[config.mk]
export PLATFORM = sky130hd
export DESIGN_NAME = ptw_useq
export DESIGN_NICKNAME = d
export VERILOG_FILES = /design/src/rtl/ptw_pkg.sv /design/src/rtl/ptw_useq.sv
export SDC_FILE = /design/constraint.sdc
export NUM_CORES = 1
export LEC_CHECK = 0
export ABC_AREA = 1
export BUFFER_PORTS_ARGS = -buffer_cell sky130_fd_sc_hd__buf_2
export CAP_MARGIN = 40
export CORE_MARGIN = 8
export CORE_UTILIZATION = 55
export CTS_BUF_LIST = sky130_fd_sc_hd__clkbuf_4 sky130_fd_sc_hd__clkbuf_8 sky130_fd_sc_hd__clkbuf_16
export CTS_CLUSTER_DIAMETER = 200
export DETAILED_ROUTE_END_ITERATION = 12
export GPL_TIMING_DRIVEN = 0
export PLACE_DENSITY = 0.82
export SLEW_MARGIN = 15
export SYNTH_ARGS = -nofsm -noshare
export SYNTH_HDL_FRONTEND = slang
export SYNTH_SLANG_ARGS = --single-unit
[constraint.sdc]
create_clock -name clk -period 4.45 [get_ports clk]
set_input_delay 1.335 -clock clk [delete_from_list [all_inputs] [get_ports clk]]
set_output_delay 1.335 -clock clk [all_outputs]
set_load 0.02 [all_outputs]
[src/rtl/ptw_pkg.sv]
`timescale 1ns / 1ps
// ---------------------------------------------------------------------------
// ptw_pkg
// Shared types, codes and the microcode ROM of the page table walker.
// ---------------------------------------------------------------------------
package ptw_pkg;

    localparam int TABLE_FRAMES_DEF  = 64;
    localparam int ENTRIES_PER_TABLE = 512;
    localparam int IDX_W             = 9;
    localparam int PAGE_SHIFT        = 12;
    localparam int FRAME_ADDR_W      = 40;
    localparam int ENTRY_W           = 52;
    localparam int VA_W              = 48;
    localparam int PA_W              = 52;
    localparam int FLAG_W            = 12;
    localparam int VPN_W             = VA_W - PAGE_SHIFT;

    localparam int BIT_PRESENT = 0;
    localparam int BIT_USER    = 2;

    // Opcodes
    localparam logic [1:0] OP_XLATE = 2'd0;
    localparam logic [1:0] OP_MAP   = 2'd1;
    localparam logic [1:0] OP_UNMAP = 2'd2;

    // Status codes
    localparam logic [1:0] ST_OK         = 2'd0;
    localparam logic [1:0] ST_NOT_MAPPED = 2'd1;
    localparam logic [1:0] ST_NO_TABLES  = 2'd2;

    // Datapath actions
    typedef logic [3:0] ptw_act_t;
    localparam ptw_act_t A_NOP        = 4'd0;
    localparam ptw_act_t A_CLEAR      = 4'd1;
    localparam ptw_act_t A_ACCEPT     = 4'd2;
    localparam ptw_act_t A_READ       = 4'd3;
    localparam ptw_act_t A_DESCEND    = 4'd4;
    localparam ptw_act_t A_SET_USER   = 4'd5;
    localparam ptw_act_t A_ALLOC      = 4'd6;
    localparam ptw_act_t A_WRITE_LEAF = 4'd7;
    localparam ptw_act_t A_CLEAR_LEAF = 4'd8;
    localparam ptw_act_t A_XLATE_HIT  = 4'd9;
    localparam ptw_act_t A_NOT_MAPPED = 4'd10;
    localparam ptw_act_t A_NO_TABLES  = 4'd11;
    localparam ptw_act_t A_EMIT       = 4'd12;

    // Branch conditions
    typedef logic [3:0] ptw_cond_t;
    localparam ptw_cond_t C_NONE       = 4'd0;
    localparam ptw_cond_t C_ALWAYS     = 4'd1;
    localparam ptw_cond_t C_CLR_LAST   = 4'd2;
    localparam ptw_cond_t C_IN_VALID   = 4'd3;
    localparam ptw_cond_t C_OUT_FREE   = 4'd4;
    localparam ptw_cond_t C_OP_XLATE   = 4'd5;
    localparam ptw_cond_t C_OP_MAP     = 4'd6;
    localparam ptw_cond_t C_OP_UNMAP   = 4'd7;
    localparam ptw_cond_t C_PRESENT    = 4'd8;
    localparam ptw_cond_t C_ENTRY_OK   = 4'd9;
    localparam ptw_cond_t C_LAST_UPPER = 4'd10;
    localparam ptw_cond_t C_ALLOC_FULL = 4'd11;

    localparam int PC_W = 5;
    typedef logic [PC_W-1:0] ptw_pc_t;

    // Program labels
    localparam ptw_pc_t S_CLR      = 5'd0;
    localparam ptw_pc_t S_IDLE     = 5'd1;
    localparam ptw_pc_t S_DISP     = 5'd2;
    localparam ptw_pc_t S_DISP_UN  = 5'd3;
    localparam ptw_pc_t S_DISP_XL  = 5'd4;
    localparam ptw_pc_t S_WALK_RD  = 5'd5;
    localparam ptw_pc_t S_WALK_CHK = 5'd6;
    localparam ptw_pc_t S_WALK_DSC = 5'd7;
    localparam ptw_pc_t S_WALK_END = 5'd8;
    localparam ptw_pc_t S_XL_RD    = 5'd9;
    localparam ptw_pc_t S_XL_CHK   = 5'd10;
    localparam ptw_pc_t S_XL_HIT   = 5'd11;
    localparam ptw_pc_t S_UNMAP    = 5'd12;
    localparam ptw_pc_t S_MISS     = 5'd13;
    localparam ptw_pc_t S_MAP_RD   = 5'd14;
    localparam ptw_pc_t S_MAP_CHK  = 5'd15;
    localparam ptw_pc_t S_MAP_USR  = 5'd16;
    localparam ptw_pc_t S_MAP_DSC  = 5'd17;
    localparam ptw_pc_t S_MAP_LEAF = 5'd18;
    localparam ptw_pc_t S_MAP_NEW  = 5'd19;
    localparam ptw_pc_t S_MAP_ALC  = 5'd20;
    localparam ptw_pc_t S_MAP_NXT  = 5'd21;
    localparam ptw_pc_t S_NO_TAB   = 5'd22;
    localparam ptw_pc_t S_EMIT     = 5'd23;
    localparam ptw_pc_t S_RETURN   = 5'd24;

    // One control word: an action, and a branch taken when cond ^ inv holds
    typedef struct packed {
        ptw_act_t  action;
        ptw_cond_t cond;
        logic      inv;
        ptw_pc_t   target;
    } ptw_uop_t;

    // Datapath status seen by the sequencer
    typedef struct packed {
        logic clr_last;
        logic op_xlate;
        logic op_map;
        logic op_unmap;
        logic present;
        logic entry_ok;
        logic last_upper;
        logic alloc_full;
    } ptw_flags_t;

    function automatic ptw_uop_t mk_uop(ptw_act_t a, ptw_cond_t c, logic i, ptw_pc_t t);
        ptw_uop_t u;
        u.action = a;
        u.cond   = c;
        u.inv    = i;
        u.target = t;
        return u;
    endfunction

    function automatic ptw_uop_t ucode(ptw_pc_t pc);
        ptw_uop_t u;
        case (pc)
            S_CLR:      u = mk_uop(A_CLEAR,      C_CLR_LAST,   1'b1, S_CLR);
            S_IDLE:     u = mk_uop(A_ACCEPT,     C_IN_VALID,   1'b1, S_IDLE);
            S_DISP:     u = mk_uop(A_NOP,        C_OP_MAP,     1'b0, S_MAP_RD);
            S_DISP_UN:  u = mk_uop(A_NOP,        C_OP_UNMAP,   1'b0, S_WALK_RD);
            S_DISP_XL:  u = mk_uop(A_NOP,        C_OP_XLATE,   1'b1, S_EMIT);
            S_WALK_RD:  u = mk_uop(A_READ,       C_NONE,       1'b0, S_WALK_RD);
            S_WALK_CHK: u = mk_uop(A_NOP,        C_ENTRY_OK,   1'b1, S_MISS);
            S_WALK_DSC: u = mk_uop(A_DESCEND,    C_LAST_UPPER, 1'b1, S_WALK_RD);
            S_WALK_END: u = mk_uop(A_NOP,        C_OP_UNMAP,   1'b0, S_UNMAP);
            S_XL_RD:    u = mk_uop(A_READ,       C_NONE,       1'b0, S_XL_RD);
            S_XL_CHK:   u = mk_uop(A_NOP,        C_PRESENT,    1'b1, S_MISS);
            S_XL_HIT:   u = mk_uop(A_XLATE_HIT,  C_ALWAYS,     1'b0, S_EMIT);
            S_UNMAP:    u = mk_uop(A_CLEAR_LEAF, C_ALWAYS,     1'b0, S_EMIT);
            S_MISS:     u = mk_uop(A_NOT_MAPPED, C_ALWAYS,     1'b0, S_EMIT);
            S_MAP_RD:   u = mk_uop(A_READ,       C_NONE,       1'b0, S_MAP_RD);
            S_MAP_CHK:  u = mk_uop(A_NOP,        C_PRESENT,    1'b1, S_MAP_NEW);
            S_MAP_USR:  u = mk_uop(A_SET_USER,   C_ENTRY_OK,   1'b1, S_MISS);
            S_MAP_DSC:  u = mk_uop(A_DESCEND,    C_LAST_UPPER, 1'b1, S_MAP_RD);
            S_MAP_LEAF: u = mk_uop(A_WRITE_LEAF, C_ALWAYS,     1'b0, S_EMIT);
            S_MAP_NEW:  u = mk_uop(A_NOP,        C_ALLOC_FULL, 1'b0, S_NO_TAB);
            S_MAP_ALC:  u = mk_uop(A_ALLOC,      C_LAST_UPPER, 1'b0, S_MAP_LEAF);
            S_MAP_NXT:  u = mk_uop(A_NOP,        C_ALWAYS,     1'b0, S_MAP_RD);
            S_NO_TAB:   u = mk_uop(A_NO_TABLES,  C_ALWAYS,     1'b0, S_EMIT);
            S_EMIT:     u = mk_uop(A_EMIT,       C_OUT_FREE,   1'b1, S_EMIT);
            S_RETURN:   u = mk_uop(A_NOP,        C_ALWAYS,     1'b0, S_IDLE);
            default:    u = mk_uop(A_NOP,        C_ALWAYS,     1'b0, S_IDLE);
        endcase
        return u;
    endfunction

endpackage

[src/rtl/ptw_useq.sv]
`timescale 1ns / 1ps
// ---------------------------------------------------------------------------
// ptw_useq
// Microcode sequencer: step counter, control ROM and conditional branch.
// ---------------------------------------------------------------------------
module ptw_useq
    import ptw_pkg::*;
(
    input  logic       clk,
    input  logic       rst_n,
    input  ptw_flags_t flags,
    input  logic       in_valid,
    input  logic       out_free,
    output ptw_uop_t   uop
);

    ptw_pc_t pc_reg;
    ptw_pc_t pc_next;
    logic    cond_val;

    assign uop = ucode(pc_reg);

    always_comb
    begin
        case (uop.cond)
            C_NONE:       cond_val = 1'b0;
            C_ALWAYS:     cond_val = 1'b1;
            C_CLR_LAST:   cond_val = flags.clr_last;
            C_IN_VALID:   cond_val = in_valid;
            C_OUT_FREE:   cond_val = out_free;
            C_OP_XLATE:   cond_val = flags.op_xlate;
            C_OP_MAP:     cond_val = flags.op_map;
            C_OP_UNMAP:   cond_val = flags.op_unmap;
            C_PRESENT:    cond_val = flags.present;
            C_ENTRY_OK:   cond_val = flags.entry_ok;
            C_LAST_UPPER: cond_val = flags.last_upper;
            C_ALLOC_FULL: cond_val = flags.alloc_full;
            default:      cond_val = 1'b0;
        endcase
    end

    // Branch on cond ^ inv, else advance one step
    assign pc_next = (cond_val ^ uop.inv) ? uop.target : pc_reg + ptw_pc_t'(1);

    always_ff @(posedge clk or negedge rst_n)
    begin
        if (!rst_n)
        begin
            pc_reg <= S_CLR;
        end
        else
        begin
            pc_reg <= pc_next;
        end
    end

endmodule

==> key figures <==
Run status
  – Outcome: complete, no violations

Clocking
  – Hold_buf cts: 0
  – H-tree Lvls: 1
  – CTS root buf: clkbuf_4
  – Setup bufs post-CTS: 0
  – Clock slew at reported path FFs: 0.05 ns
  – Cts bufs inserted: 3
  – # resized after CTS: 0
  – Clk sinks: 5
  – Worst-Skew Late Latency: 0.24 ns
  – CTS tree: done
  – Largest buffer count on any clock path: 2

Routing
  – Antenna Nets Post-Route: 0
  – DRC: 0
  – Initial drt markers: 50
  – Vias: 1220
  – First-pass iteration count of the detailed router: 4
  – Wire per inst: 13.7 µm
  – Final wirelength: 3000 µm
  – Vias per std cell: 5.55

Worst hold path
  – Worst hold path type: reg2reg
  – Hold path startpoint: pc_reg[3]
  – Min-Delay Path Depth: 4
  – Hold Path Sink: pc_reg[3]

Final layout
  – Final instance area: 0.00126 mm²
  – Antenna cells: 0
  – Layout area overhead: 17.3%
  – Util after Layout: 0.664
  – Fraction of layout cells with a size suffix above 1: 0.269
  – Max reg flops: 5
  – Number of nets in the layout: 220

Timing
  – Maximum clock rate: 260 MHz
  – Hold Violations, Final: 0
  – Worst-margin pin slew: 0.580 ns
  – Tcrit/Tclk final: 0.864
  – Max Slew Vio Count: 0
  – Layout Skew: 0.00546 ns
  – Setup TNS: 0 ns
  – Relative slew slack: 0.611
  – Final min period: 3.84 ns
  – RSZ-0062 raised after global routing: false
  – Setup-failing EPs final: 0

Floorplanning
  – IO Pins: 26
  – Placeable Area: 0.00190 mm²
  – Die Ht: 60.3 µm
  – Rows: 16
  – Initial Util: 0.566
  – Die area: 0.00363 mm²
  – Die Width: 60.3 µm

Worst setup path
  – CP Class: reg2out
  – Reg2reg setup slack: 1.26 ns
  – CP Capture Type: output port
  – Crit-path max FO: 9
  – Worst Path Buf+Inv: 3
  – Cells on worst reg2reg path: 15
  – Crit-path max cell delay: 0.54 ns
  – CP max-delay cell: a311oi_1
  – WP data arrival: 2.51 ns
  – WP data required: 3.12 ns
  – Crit path max-delay family: buffers and inverters
  – Reg2reg end: pc_reg[4]
  – Critical-path cell list: inv_1, ha_1, nor2_1, nor3_1, a311oi_1, inv_1, buf_2
  – Reg2reg start: pc_reg[0]
  – CP dominant cell by count: inv_1
  – Critical path startpoint category: register

Run
  – Max-cap violations: 0

Global routing
  – GRT Total Usage: 0.165
  – Initial antenna violation count: 0
  – First-pass GRT wire length: 4730 µm
  – Total grt overflow: 0
  – Vias in the first global route: 1119
  – Largest net degree at the start of global routing: 12

Synthesis
  – Post-synthesis mux area share: 0
  – Compound-Gate Fraction of Synth Area: 0.152
  – Syn. warnings: 0
  – Synth unique cells: 26
  – Syn nets: 190
  – Largest family of logic cells by synthesized area: simple AND/OR/NAND/NOR gates
  – Synth Area in Simple Gates: 0.443
  – XOR/XNOR Fraction of Synth Area: 0.0163
  – Post-Synth Adder-Cell Area: 0.163
  – Syn Area/Cell: 6.57 µm²
  – Cell Area, Synth: 0.00108 mm²
  – Sequential area share after synthesis: 0.116
  – Syn Inst Count: 164
  – Synthesis-stage register bit count: 5

Place
  – Gpl congestion: 0.932
  – Final HPWL DP: 2500 µm
  – # port buffers: 25
  – Area after DPL: 0.00124 mm²
## logic make-up after synthesis
family | count (synthesis)
adder cells (fa/ha/maj) | 14
AND/OR/NAND/NOR | 92
flip-flops | 5
buffers and inverters | 25
XOR/XNOR | 2
AO/OA/AOI/OAI | 26
## worst max-delay path by stage
stage | start | end | slack, ns | depth (start not counted)
after floorplan | pc_reg[0] | uop[9] | 1.44 | 6
after global placement | pc_reg[0] | uop[9] | 0.98 | 7
after detailed placement | pc_reg[0] | uop[9] | 0.90 | 7
after CTS | pc_reg[0] | uop[9] | 0.63 | 7
after global routing | pc_reg[0] | uop[9] | 0.46 | 7
final | pc_reg[0] | uop[9] | 0.61 | 7
## routing by layer
metal / vias up / routed length (µm) / GRT usage
li1: 614 / - / -
met1: 559 / 1240 / 0.201
met4: 0 / 0 / 0.0442
met2: 47 / 1560 / 0.293
met3: 0 / 201 / 0.0151
met5: - / 0 / 0
## synthesized netlist by cell type
library cell | n | area [µm²]
buf_6 | 3 | 33.8
a311oi_1 | 1 | 8.76
nor2_1 | 11 | 41.3
nor3_1 | 2 | 10.0
clkbuf_1 | 1 | 3.75
o21ai_0 | 9 | 45.0
o22ai_1 | 2 | 12.5
inv_4 | 1 | 6.26
nor2_4 | 2 | 22.5
dfrtp_1 | 5 | 125
o211ai_1 | 5 | 37.5
nor2_8 | 1 | 20.0
nor2_2 | 3 | 18.8
nand2_2 | 6 | 37.5
nand3_1 | 15 | 75.1
nand3_2 | 3 | 30.0
nand2_1 | 40 | 150
inv_2 | 2 | 7.51
inv_1 | 18 | 67.6
ha_1 | 14 | 175
a21oi_1 | 5 | 25.0
o21ai_2 | 1 | 8.76
xor2_1 | 2 | 17.5
nor4_4 | 1 | 21.3
nand4_1 | 8 | 50.1
o221ai_1 | 3 | 26.3
## through the flow
stage,cells,setup WS (ns),hold WS (ns)
after floorplan,164,1.44,0.675
after global placement,216,0.984,0.724
after detailed placement,216,0.896,0.738
after CTS,220,0.625,0.752
after global routing,220,0.460,0.787
final,220,0.607,0.750
## final cells by class
cell class / instances / area (µm²)
fillers: 183 / 638
clock inverters: 1 / 5.00
flip-flops and latches: 5 / 125
clock buffers: 3 / 22.5
plain buffers: 4 / 37.5
inverters: 21 / 81.3
repair buffers: 25 / 125
multi-input cells: 134 / 833
well taps: 27 / 33.8
## cells in the final DEF (no fill, tap or decap), types with 5 or more instances in the layout
cell,instances
nand2_1,40
buf_2,25
inv_1,18
nand3_1,15
ha_1,14
nor2_1,11
o21ai_0,9
nand4_1,8
nand2_2,6
a21oi_1,5
o211ai_1,5
dfrtp_1,5
## tightest hold or removal path, cell delays in order, from the launching register on
cell and delay [ns]:
dfrtp_1 0.33, buf_6 0.16, xor2_1 0.09, nand3_1 0.08
nand2_1 0.05
Power is not shown: default switching activity piles up to over one toggle a cycle in this logic, so the estimate is an artifact.
