[src/rtl/ptw_pkg.sv]
`timescale 1ns / 1ps
// ---------------------------------------------------------------------------
// ptw_pkg
// Shared types, codes and the microcode ROM of the page table walker.
// ---------------------------------------------------------------------------
package ptw_pkg;

    localparam int TABLE_FRAMES_DEF  = 64;
    localparam int ENTRIES_PER_TABLE = 512;
    localparam int IDX_W             = 9;
    localparam int PAGE_SHIFT        = 12;
    localparam int FRAME_ADDR_W      = 40;
    localparam int ENTRY_W           = 52;
    localparam int VA_W              = 48;
    localparam int PA_W              = 52;
    localparam int FLAG_W            = 12;
    localparam int VPN_W             = VA_W - PAGE_SHIFT;

    localparam int BIT_PRESENT = 0;
    localparam int BIT_USER    = 2;

    // Opcodes
    localparam logic [1:0] OP_XLATE = 2'd0;
    localparam logic [1:0] OP_MAP   = 2'd1;
    localparam logic [1:0] OP_UNMAP = 2'd2;

    // Status codes
    localparam logic [1:0] ST_OK         = 2'd0;
    localparam logic [1:0] ST_NOT_MAPPED = 2'd1;
    localparam logic [1:0] ST_NO_TABLES  = 2'd2;

    // Datapath actions
    typedef logic [3:0] ptw_act_t;
    localparam ptw_act_t A_NOP        = 4'd0;
    localparam ptw_act_t A_CLEAR      = 4'd1;
    localparam ptw_act_t A_ACCEPT     = 4'd2;
    localparam ptw_act_t A_READ       = 4'd3;
    localparam ptw_act_t A_DESCEND    = 4'd4;
    localparam ptw_act_t A_SET_USER   = 4'd5;
    localparam ptw_act_t A_ALLOC      = 4'd6;
    localparam ptw_act_t A_WRITE_LEAF = 4'd7;
    localparam ptw_act_t A_CLEAR_LEAF = 4'd8;
    localparam ptw_act_t A_XLATE_HIT  = 4'd9;
    localparam ptw_act_t A_NOT_MAPPED = 4'd10;
    localparam ptw_act_t A_NO_TABLES  = 4'd11;
    localparam ptw_act_t A_EMIT       = 4'd12;

    // Branch conditions
    typedef logic [3:0] ptw_cond_t;
    localparam ptw_cond_t C_NONE       = 4'd0;
    localparam ptw_cond_t C_ALWAYS     = 4'd1;
    localparam ptw_cond_t C_CLR_LAST   = 4'd2;
    localparam ptw_cond_t C_IN_VALID   = 4'd3;
    localparam ptw_cond_t C_OUT_FREE   = 4'd4;
    localparam ptw_cond_t C_OP_XLATE   = 4'd5;
    localparam ptw_cond_t C_OP_MAP     = 4'd6;
    localparam ptw_cond_t C_OP_UNMAP   = 4'd7;
    localparam ptw_cond_t C_PRESENT    = 4'd8;
    localparam ptw_cond_t C_ENTRY_OK   = 4'd9;
    localparam ptw_cond_t C_LAST_UPPER = 4'd10;
    localparam ptw_cond_t C_ALLOC_FULL = 4'd11;

    localparam int PC_W = 5;
    typedef logic [PC_W-1:0] ptw_pc_t;

    // Program labels
    localparam ptw_pc_t S_CLR      = 5'd0;
    localparam ptw_pc_t S_IDLE     = 5'd1;
    localparam ptw_pc_t S_DISP     = 5'd2;
    localparam ptw_pc_t S_DISP_UN  = 5'd3;
    localparam ptw_pc_t S_DISP_XL  = 5'd4;
    localparam ptw_pc_t S_WALK_RD  = 5'd5;
    localparam ptw_pc_t S_WALK_CHK = 5'd6;
    localparam ptw_pc_t S_WALK_DSC = 5'd7;
    localparam ptw_pc_t S_WALK_END = 5'd8;
    localparam ptw_pc_t S_XL_RD    = 5'd9;
    localparam ptw_pc_t S_XL_CHK   = 5'd10;
    localparam ptw_pc_t S_XL_HIT   = 5'd11;
    localparam ptw_pc_t S_UNMAP    = 5'd12;
    localparam ptw_pc_t S_MISS     = 5'd13;
    localparam ptw_pc_t S_MAP_RD   = 5'd14;
    localparam ptw_pc_t S_MAP_CHK  = 5'd15;
    localparam ptw_pc_t S_MAP_USR  = 5'd16;
    localparam ptw_pc_t S_MAP_DSC  = 5'd17;
    localparam ptw_pc_t S_MAP_LEAF = 5'd18;
    localparam ptw_pc_t S_MAP_NEW  = 5'd19;
    localparam ptw_pc_t S_MAP_ALC  = 5'd20;
    localparam ptw_pc_t S_MAP_NXT  = 5'd21;
    localparam ptw_pc_t S_NO_TAB   = 5'd22;
    localparam ptw_pc_t S_EMIT     = 5'd23;
    localparam ptw_pc_t S_RETURN   = 5'd24;

    // One control word: an action, and a branch taken when cond ^ inv holds
    typedef struct packed {
        ptw_act_t  action;
        ptw_cond_t cond;
        logic      inv;
        ptw_pc_t   target;
    } ptw_uop_t;

    // Datapath status seen by the sequencer
    typedef struct packed {
        logic clr_last;
        logic op_xlate;
        logic op_map;
        logic op_unmap;
        logic present;
        logic entry_ok;
        logic last_upper;
        logic alloc_full;
    } ptw_flags_t;

    function automatic ptw_uop_t mk_uop(ptw_act_t a, ptw_cond_t c, logic i, ptw_pc_t t);
        ptw_uop_t u;
        u.action = a;
        u.cond   = c;
        u.inv    = i;
        u.target = t;
        return u;
    endfunction

    function automatic ptw_uop_t ucode(ptw_pc_t pc);
        ptw_uop_t u;
        case (pc)
            S_CLR:      u = mk_uop(A_CLEAR,      C_CLR_LAST,   1'b1, S_CLR);
            S_IDLE:     u = mk_uop(A_ACCEPT,     C_IN_VALID,   1'b1, S_IDLE);
            S_DISP:     u = mk_uop(A_NOP,        C_OP_MAP,     1'b0, S_MAP_RD);
            S_DISP_UN:  u = mk_uop(A_NOP,        C_OP_UNMAP,   1'b0, S_WALK_RD);
            S_DISP_XL:  u = mk_uop(A_NOP,        C_OP_XLATE,   1'b1, S_EMIT);
            S_WALK_RD:  u = mk_uop(A_READ,       C_NONE,       1'b0, S_WALK_RD);
            S_WALK_CHK: u = mk_uop(A_NOP,        C_ENTRY_OK,   1'b1, S_MISS);
            S_WALK_DSC: u = mk_uop(A_DESCEND,    C_LAST_UPPER, 1'b1, S_WALK_RD);
            S_WALK_END: u = mk_uop(A_NOP,        C_OP_UNMAP,   1'b0, S_UNMAP);
            S_XL_RD:    u = mk_uop(A_READ,       C_NONE,       1'b0, S_XL_RD);
            S_XL_CHK:   u = mk_uop(A_NOP,        C_PRESENT,    1'b1, S_MISS);
            S_XL_HIT:   u = mk_uop(A_XLATE_HIT,  C_ALWAYS,     1'b0, S_EMIT);
            S_UNMAP:    u = mk_uop(A_CLEAR_LEAF, C_ALWAYS,     1'b0, S_EMIT);
            S_MISS:     u = mk_uop(A_NOT_MAPPED, C_ALWAYS,     1'b0, S_EMIT);
            S_MAP_RD:   u = mk_uop(A_READ,       C_NONE,       1'b0, S_MAP_RD);
            S_MAP_CHK:  u = mk_uop(A_NOP,        C_PRESENT,    1'b1, S_MAP_NEW);
            S_MAP_USR:  u = mk_uop(A_SET_USER,   C_ENTRY_OK,   1'b1, S_MISS);
            S_MAP_DSC:  u = mk_uop(A_DESCEND,    C_LAST_UPPER, 1'b1, S_MAP_RD);
            S_MAP_LEAF: u = mk_uop(A_WRITE_LEAF, C_ALWAYS,     1'b0, S_EMIT);
            S_MAP_NEW:  u = mk_uop(A_NOP,        C_ALLOC_FULL, 1'b0, S_NO_TAB);
            S_MAP_ALC:  u = mk_uop(A_ALLOC,      C_LAST_UPPER, 1'b0, S_MAP_LEAF);
            S_MAP_NXT:  u = mk_uop(A_NOP,        C_ALWAYS,     1'b0, S_MAP_RD);
            S_NO_TAB:   u = mk_uop(A_NO_TABLES,  C_ALWAYS,     1'b0, S_EMIT);
            S_EMIT:     u = mk_uop(A_EMIT,       C_OUT_FREE,   1'b1, S_EMIT);
            S_RETURN:   u = mk_uop(A_NOP,        C_ALWAYS,     1'b0, S_IDLE);
            default:    u = mk_uop(A_NOP,        C_ALWAYS,     1'b0, S_IDLE);
        endcase
        return u;
    endfunction

endpackage

[src/rtl/ptw_dpath.sv]
`timescale 1ns / 1ps
// ---------------------------------------------------------------------------
// ptw_dpath
// Walk datapath: request registers, frame and level, allocator, base
// register, store address and write data, and the result fields.
// ---------------------------------------------------------------------------
module ptw_dpath
    import ptw_pkg::*;
#(
    parameter int TABLE_FRAMES = TABLE_FRAMES_DEF
) (
    input  logic                                clk,
    input  logic                                rst_n,
    input  ptw_uop_t                            uop,
    input  logic                                in_valid,
    input  logic [1:0]                          opcode,
    input  logic [VA_W-1:0]                     virt_addr,
    input  logic [PA_W-1:0]                     phys_addr,
    input  logic [FLAG_W-1:0]                   flags,
    input  logic                                cfg_wr_en,
    input  logic [FRAME_ADDR_W-1:0]             cfg_wr_data,
    output logic                                mem_we,
    output logic                                mem_re,
    output logic [$clog2(TABLE_FRAMES)+IDX_W-1:0] mem_addr,
    output logic [ENTRY_W-1:0]                  mem_wdata,
    input  logic [ENTRY_W-1:0]                  mem_rdata,
    output ptw_flags_t                          dp_flags,
    output logic [1:0]                          res_status,
    output logic [PA_W-1:0]                     res_phys,
    output logic                                res_inv,
    output logic [VA_W-1:0]                     res_inv_page
);

    localparam int FW    = $clog2(TABLE_FRAMES);
    localparam int NFW   = $clog2(TABLE_FRAMES + 1);
    localparam int AW    = FW + IDX_W;
    localparam int DEPTH = TABLE_FRAMES * ENTRIES_PER_TABLE;

    // Control state
    logic [AW-1:0]           clr_cnt_reg,   clr_cnt_next;
    logic [NFW-1:0]          next_free_reg, next_free_next;
    logic [FRAME_ADDR_W-1:0] base_reg,      base_next;
    logic [1:0]              level_reg,     level_next;
    logic [FW-1:0]           frame_reg,     frame_next;

    // Request and result payload
    logic [1:0]              opcode_reg,    opcode_next;
    logic [VPN_W-1:0]        vpn_reg,       vpn_next;
    logic [FRAME_ADDR_W-1:0] pfn_reg,       pfn_next;
    logic [FLAG_W-1:0]       flags_reg,     flags_next;
    logic [1:0]              status_reg,    status_next;
    logic [FRAME_ADDR_W-1:0] phys_reg,      phys_next;
    logic                    inv_reg,       inv_next;

    logic [IDX_W-1:0]        idx;
    logic [FRAME_ADDR_W-1:0] local_frame;
    logic [FRAME_ADDR_W-1:0] alloc_pfn;
    logic                    user_req;
    logic                    accept;

    assign accept   = (uop.action == A_ACCEPT) && in_valid;
    assign user_req = flags_reg[BIT_USER];

    // Table index for the current level
    always_comb
    begin
        case (level_reg)
            2'd0:    idx = vpn_reg[4*IDX_W-1:3*IDX_W];
            2'd1:    idx = vpn_reg[3*IDX_W-1:2*IDX_W];
            2'd2:    idx = vpn_reg[2*IDX_W-1:IDX_W];
            default: idx = vpn_reg[IDX_W-1:0];
        endcase
    end

    assign local_frame = mem_rdata[ENTRY_W-1:PAGE_SHIFT] - base_reg;
    assign alloc_pfn   = base_reg + FRAME_ADDR_W'(next_free_reg);

    assign dp_flags.clr_last   = (clr_cnt_reg == AW'(DEPTH - 1));
    assign dp_flags.op_xlate   = (opcode_reg == OP_XLATE);
    assign dp_flags.op_map     = (opcode_reg == OP_MAP);
    assign dp_flags.op_unmap   = (opcode_reg == OP_UNMAP);
    assign dp_flags.present    = mem_rdata[BIT_PRESENT];
    assign dp_flags.entry_ok   = mem_rdata[BIT_PRESENT]
                                 && (local_frame < FRAME_ADDR_W'(TABLE_FRAMES));
    assign dp_flags.last_upper = (level_reg == 2'd2);
    assign dp_flags.alloc_full = (next_free_reg >= NFW'(TABLE_FRAMES));

    // Store port
    assign mem_re   = (uop.action == A_READ);
    assign mem_addr = (uop.action == A_CLEAR) ? clr_cnt_reg : {frame_reg, idx};

    always_comb
    begin
        mem_we = (uop.action inside {A_CLEAR, A_ALLOC, A_WRITE_LEAF, A_CLEAR_LEAF})
                 || ((uop.action == A_SET_USER) && user_req);
        case (uop.action)
            A_SET_USER:   mem_wdata = mem_rdata | (ENTRY_W'(1) << BIT_USER);
            A_ALLOC:      mem_wdata = {alloc_pfn, 9'd0, user_req, 2'b11};
            A_WRITE_LEAF: mem_wdata = {pfn_reg, flags_reg[FLAG_W-1:1], 1'b1};
            default:      mem_wdata = '0;
        endcase
    end

    always_comb
    begin
        clr_cnt_next   = clr_cnt_reg;
        next_free_next = next_free_reg;
        base_next      = cfg_wr_en ? cfg_wr_data : base_reg;
        level_next     = level_reg;
        frame_next     = frame_reg;
        opcode_next    = opcode_reg;
        vpn_next       = vpn_reg;
        pfn_next       = pfn_reg;
        flags_next     = flags_reg;
        status_next    = status_reg;
        phys_next      = phys_reg;
        inv_next       = inv_reg;
        case (uop.action)
            A_CLEAR:
            begin
                clr_cnt_next = clr_cnt_reg + AW'(1);
            end
            A_ACCEPT:
            begin
                if (accept)
                begin
                    level_next  = 2'd0;
                    frame_next  = '0;
                    opcode_next = opcode;
                    vpn_next    = virt_addr[VA_W-1:PAGE_SHIFT];
                    pfn_next    = phys_addr[PA_W-1:PAGE_SHIFT];
                    flags_next  = flags;
                    status_next = ST_OK;
                    phys_next   = '0;
                    inv_next    = 1'b0;
                end
            end
            A_DESCEND:
            begin
                frame_next = local_frame[FW-1:0];
                level_next = level_reg + 2'd1;
            end
            A_ALLOC:
            begin
                frame_next     = next_free_reg[FW-1:0];
                next_free_next = next_free_reg + NFW'(1);
                level_next     = level_reg + 2'd1;
            end
            A_WRITE_LEAF, A_CLEAR_LEAF:
            begin
                inv_next = 1'b1;
            end
            A_XLATE_HIT:
            begin
                phys_next = mem_rdata[ENTRY_W-1:PAGE_SHIFT];
            end
            A_NOT_MAPPED:
            begin
                status_next = ST_NOT_MAPPED;
            end
            A_NO_TABLES:
            begin
                status_next = ST_NO_TABLES;
            end
            default:
            begin
            end
        endcase
    end

    always_ff @(posedge clk or negedge rst_n)
    begin
        if (!rst_n)
        begin
            clr_cnt_reg   <= '0;
            next_free_reg <= NFW'(1);
            base_reg      <= '0;
            level_reg     <= 2'd0;
            frame_reg     <= '0;
            opcode_reg    <= OP_XLATE;
        end
        else
        begin
            clr_cnt_reg   <= clr_cnt_next;
            next_free_reg <= next_free_next;
            base_reg      <= base_next;
            level_reg     <= level_next;
            frame_reg     <= frame_next;
            opcode_reg    <= opcode_next;
        end
    end

    always_ff @(posedge clk)
    begin
        vpn_reg    <= vpn_next;
        pfn_reg    <= pfn_next;
        flags_reg  <= flags_next;
        status_reg <= status_next;
        phys_reg   <= phys_next;
        inv_reg    <= inv_next;
    end

    assign res_status   = status_reg;
    assign res_phys     = {phys_reg, 12'd0};
    assign res_inv      = inv_reg;
    assign res_inv_page = inv_reg ? {vpn_reg, 12'd0} : '0;

endmodule

[config.mk]
export PLATFORM = sky130hd
export DESIGN_NAME = ptw_dpath
export DESIGN_NICKNAME = d
export VERILOG_FILES = /design/src/rtl/ptw_pkg.sv /design/src/rtl/ptw_dpath.sv
export SDC_FILE = /design/constraint.sdc
export NUM_CORES = 1
export LEC_CHECK = 0
export BUFFER_PORTS_ARGS = -buffer_cell sky130_fd_sc_hd__clkbuf_2
export CORE_MARGIN = 1.5
export CORE_UTILIZATION = 40
export CTS_BUF_LIST = sky130_fd_sc_hd__clkbuf_4
export CTS_CLUSTER_DIAMETER = 60
export CTS_CLUSTER_SIZE = 8
export DETAILED_ROUTE_END_ITERATION = 10
export PLACE_DENSITY = 0.66
export SYNTH_ARGS = -nofsm -noshare
export SYNTH_HDL_FRONTEND = slang
export SYNTH_SLANG_ARGS = --single-unit
[constraint.sdc]
create_clock -name clk -period 4.9 [get_ports clk]
set_clock_uncertainty 0.05 [all_clocks]
set_input_delay 0.735 -clock clk [delete_from_list [all_inputs] [get_ports clk]]
set_output_delay 0.735 -clock clk [all_outputs]
set_load 0.02 [all_outputs]
==> metrics <==
top cell type's share of synthesized area=0.322; CP required=4.12 ns; top cell type by total area after synthesis=edfxtp_1; pin count of the biggest net entering global routing=52; top post-synthesis cells by area=edfxtp_1, dfrtp_1, ha_1; kind of critical path=flip-flop to output port; Post-DP HPWL=31400 um; Hold Crit Endpoint=vpn_reg[5]; sw frac=0.351; drt pass-1 iters=6; simple-gate portion of the synthesized area=0.166; clock network power share=0.234; status=finished with violations; htree depth=1; Site Rows=63; final net count=1988; Port Buffers=343; Routed WL=40300 um; die span in x=177 um; Post-synth top flop=edfxtp_1; CTS buffer count=31; post-synthesis mux area share=0.0176; Leak=0.00699 uW; area added between synthesis and finish=31.1%; Via density=5.28; Flop pwr share=0.425; combinational family with the most area after synthesis=compound AO/OA/AOI/OAI gates; DRT iter0 DRCs=724; Post-synth top cells=nand2_1, edfxtp_1, o21ai_0; DRC Markers=0; Power Internal=3110 uW; Final Util=0.535; final-report hold violation count=0; first-pass GRT wire length=61300 um; Slew Limit Fails=0; fin crit share=1.04; vias in the first global route=11.1k; Startpoint Class=flip-flop; Rel. slew slack=0.400; TritonCTS clock tree=built; WL per Instance=19.0 um; Mapped Avg Cell Area=9.76 um2; crit-path max FO=2; CTS Sinks=202; power share of the combinational group=0.340; MaxCap Viol Count=0; core box area=0.0297 mm2; pwr dens=301 mW/mm2; gr usage total=0.253; Crit. End Element=output port; RSZ-0062 raised after global routing=yes; complex-gate fraction of the synthesized area=0.180; reg2reg path depth=8; top-count cell post-synth=nand2_1; Yosys reg bits=202; cell count after synthesis=1243; RR Endpoint=frame_reg[5]; Setup violations, final=1; Reg2Reg Setup Slack=2.87 ns; WP data arrival=4.32 ns; crit path launch=base_reg[27]; CP max-delay cell=or4_4; clock latency on the worst-skew pair=0.73 ns; antenna-violating nets left=0; Post-Syn Area=0.0121 mm2; setup ws final=-0.208 ns; worst slew pin tran=0.900 ns; min Tclk post-route=5.11 ns; Synth Area in XOR/XNOR=0.0541; Final GP Congestion=0.912; failing checks=setup timing; Die Y=177 um; initial antenna violation count=5; # IOs=404; total vias in the final route=11.2k; sequence of cells on the critical path=inv_2, ha_4, and3b_2, a221oi_2, o221ai_1, or4_4, nor4_4, nand4_1, or4_4, nor4_4, nand4_1, nor4_4, buf_4; Peak supply drop=186 uV; min-delay worst type=input pin to flip-flop; Hold Crit Depth=1; total grt overflow=0; Ys Warns=0; cell mode on critical path=nor4_4; post-synthesis adder-cell area fraction=0.0580; Post-synth ARST share=0.356; clk slew on worst S/H paths=0.11 ns; synth unique cells=78; Post-synth EDFFs=130; die area=0.0314 mm2; switching power=1680 uW; clock buffer depth=3; hold path startpoint=virt_addr[17]; Starting Density=0.408; Clk Tree Root Cell=clkbuf_4; setup TNS=-0.208 ns; max incr delay on CP=0.55 ns; r2r startpoint=base_reg[1]; Max Freq=0.196 GHz; sequential fraction of the synthesis area=0.470; share of layout cells above drive strength 1=0.364
## placed cells by master (no fill, tap or decap), types with 11 or more instances in the layout
cell	instances
clkbuf_2	341
buf_4	145
nand2_1	138
edfxtp_1	130
o21ai_0	107
and2_1	76
dfrtp_1	70
nor2_1	66
xnor2_1	59
a21oi_1	54
inv_1	52
clkbuf_4	52
ha_1	42
a22oi_1	39
conb_1	24
nand3_1	23
nand4_1	22
a21o_1	17
nand2b_1	16
xor2_1	15
inv_2	13
nor3_1	12
o21ai_1	12
and3_1	11
mux2_2	11
## what timing repair did
| action | 4_1_cts | 5_1_grt |
|---|---|---|
| buffers inserted | 10 | 4 |
| endpoints found under the hold margin | 29 | 0 |
| hold buffers | 1 | 0 |
| pin swaps | 17 | 6 |
| gates resized for setup | 47 | 17 |
| endpoints found under the setup margin | 16 | 10 |
## worst max path at each step
stage	end	depth (start not counted)
detailed placement	dp_flags[2]	13
floorplan	dp_flags[2]	11
CTS	dp_flags[2]	13
finish	dp_flags[2]	13
global route	dp_flags[2]	13
global placement	dp_flags[2]	13
## worst max-delay path, delay by kind of cell (launching register included)
kind                     cells  cell delay (ns)
AND/OR/NAND/NOR              8             2.30
AO/OA/AOI/OAI                2             0.39
adder cells (fa/ha/maj)      1             0.21
flip-flops                   1             0.41
buffers and inverters        2             0.30
## layer usage
layer	GRT usage	vias to the layer above	part of all wire
met5	0	-	0.00087
met4	0.0862	6	0.031
met3	0.0350	87	0.062
met2	0.418	409	0.47
met1	0.338	5340	0.44
li1	-	5393	-
## power groups by stage
stage               combinational, uW  sequential, uW  clock [uW]
global route                     1790            2050        1230
detailed placement               1530            2080           0
floorplan                         929            2060           0
CTS                              1600            2040        1160
global placement                 1510            2070           0
finish                           1630            2040        1120
## area by class of cell
type                       instances  area, um2
antenna                            3       7.51
clock buffer                      52        390
clock inverter                     5       36.3
fill                            2763      13800
inverter                          67        254
multi-input combinational        918       6190
sequential                       202       5710
tap                              390        488
timing repair buffer             489       2840
## logic make-up after synthesis
logic type | after synthesis
buffers and inverters | 146
other | 1
xor gates and xnor gates | 75
muxes | 20
adders and majority gates | 55
AOI/OAI and AO/OA | 338
DFF | 202
and+or+nand+nor | 406
## through the flow
step	hold slack, ns	instance area [um2]	setup slack (ns)	instances	total power, uW
2_1_floorplan	0.389	12200	0.230	1266	2990
3_3_place_gp	0.418	15100	-0.374	2051	3580
3_5_place_dp	0.427	15100	-0.377	2051	3610
4_1_cts	0.0435	15800	-0.242	2119	4800
5_1_grt	0.0529	15900	-0.400	2124	5070
6_report	0.112	15900	-0.208	2126	4790
Note: power is estimated with default switching activity, not from simulation.
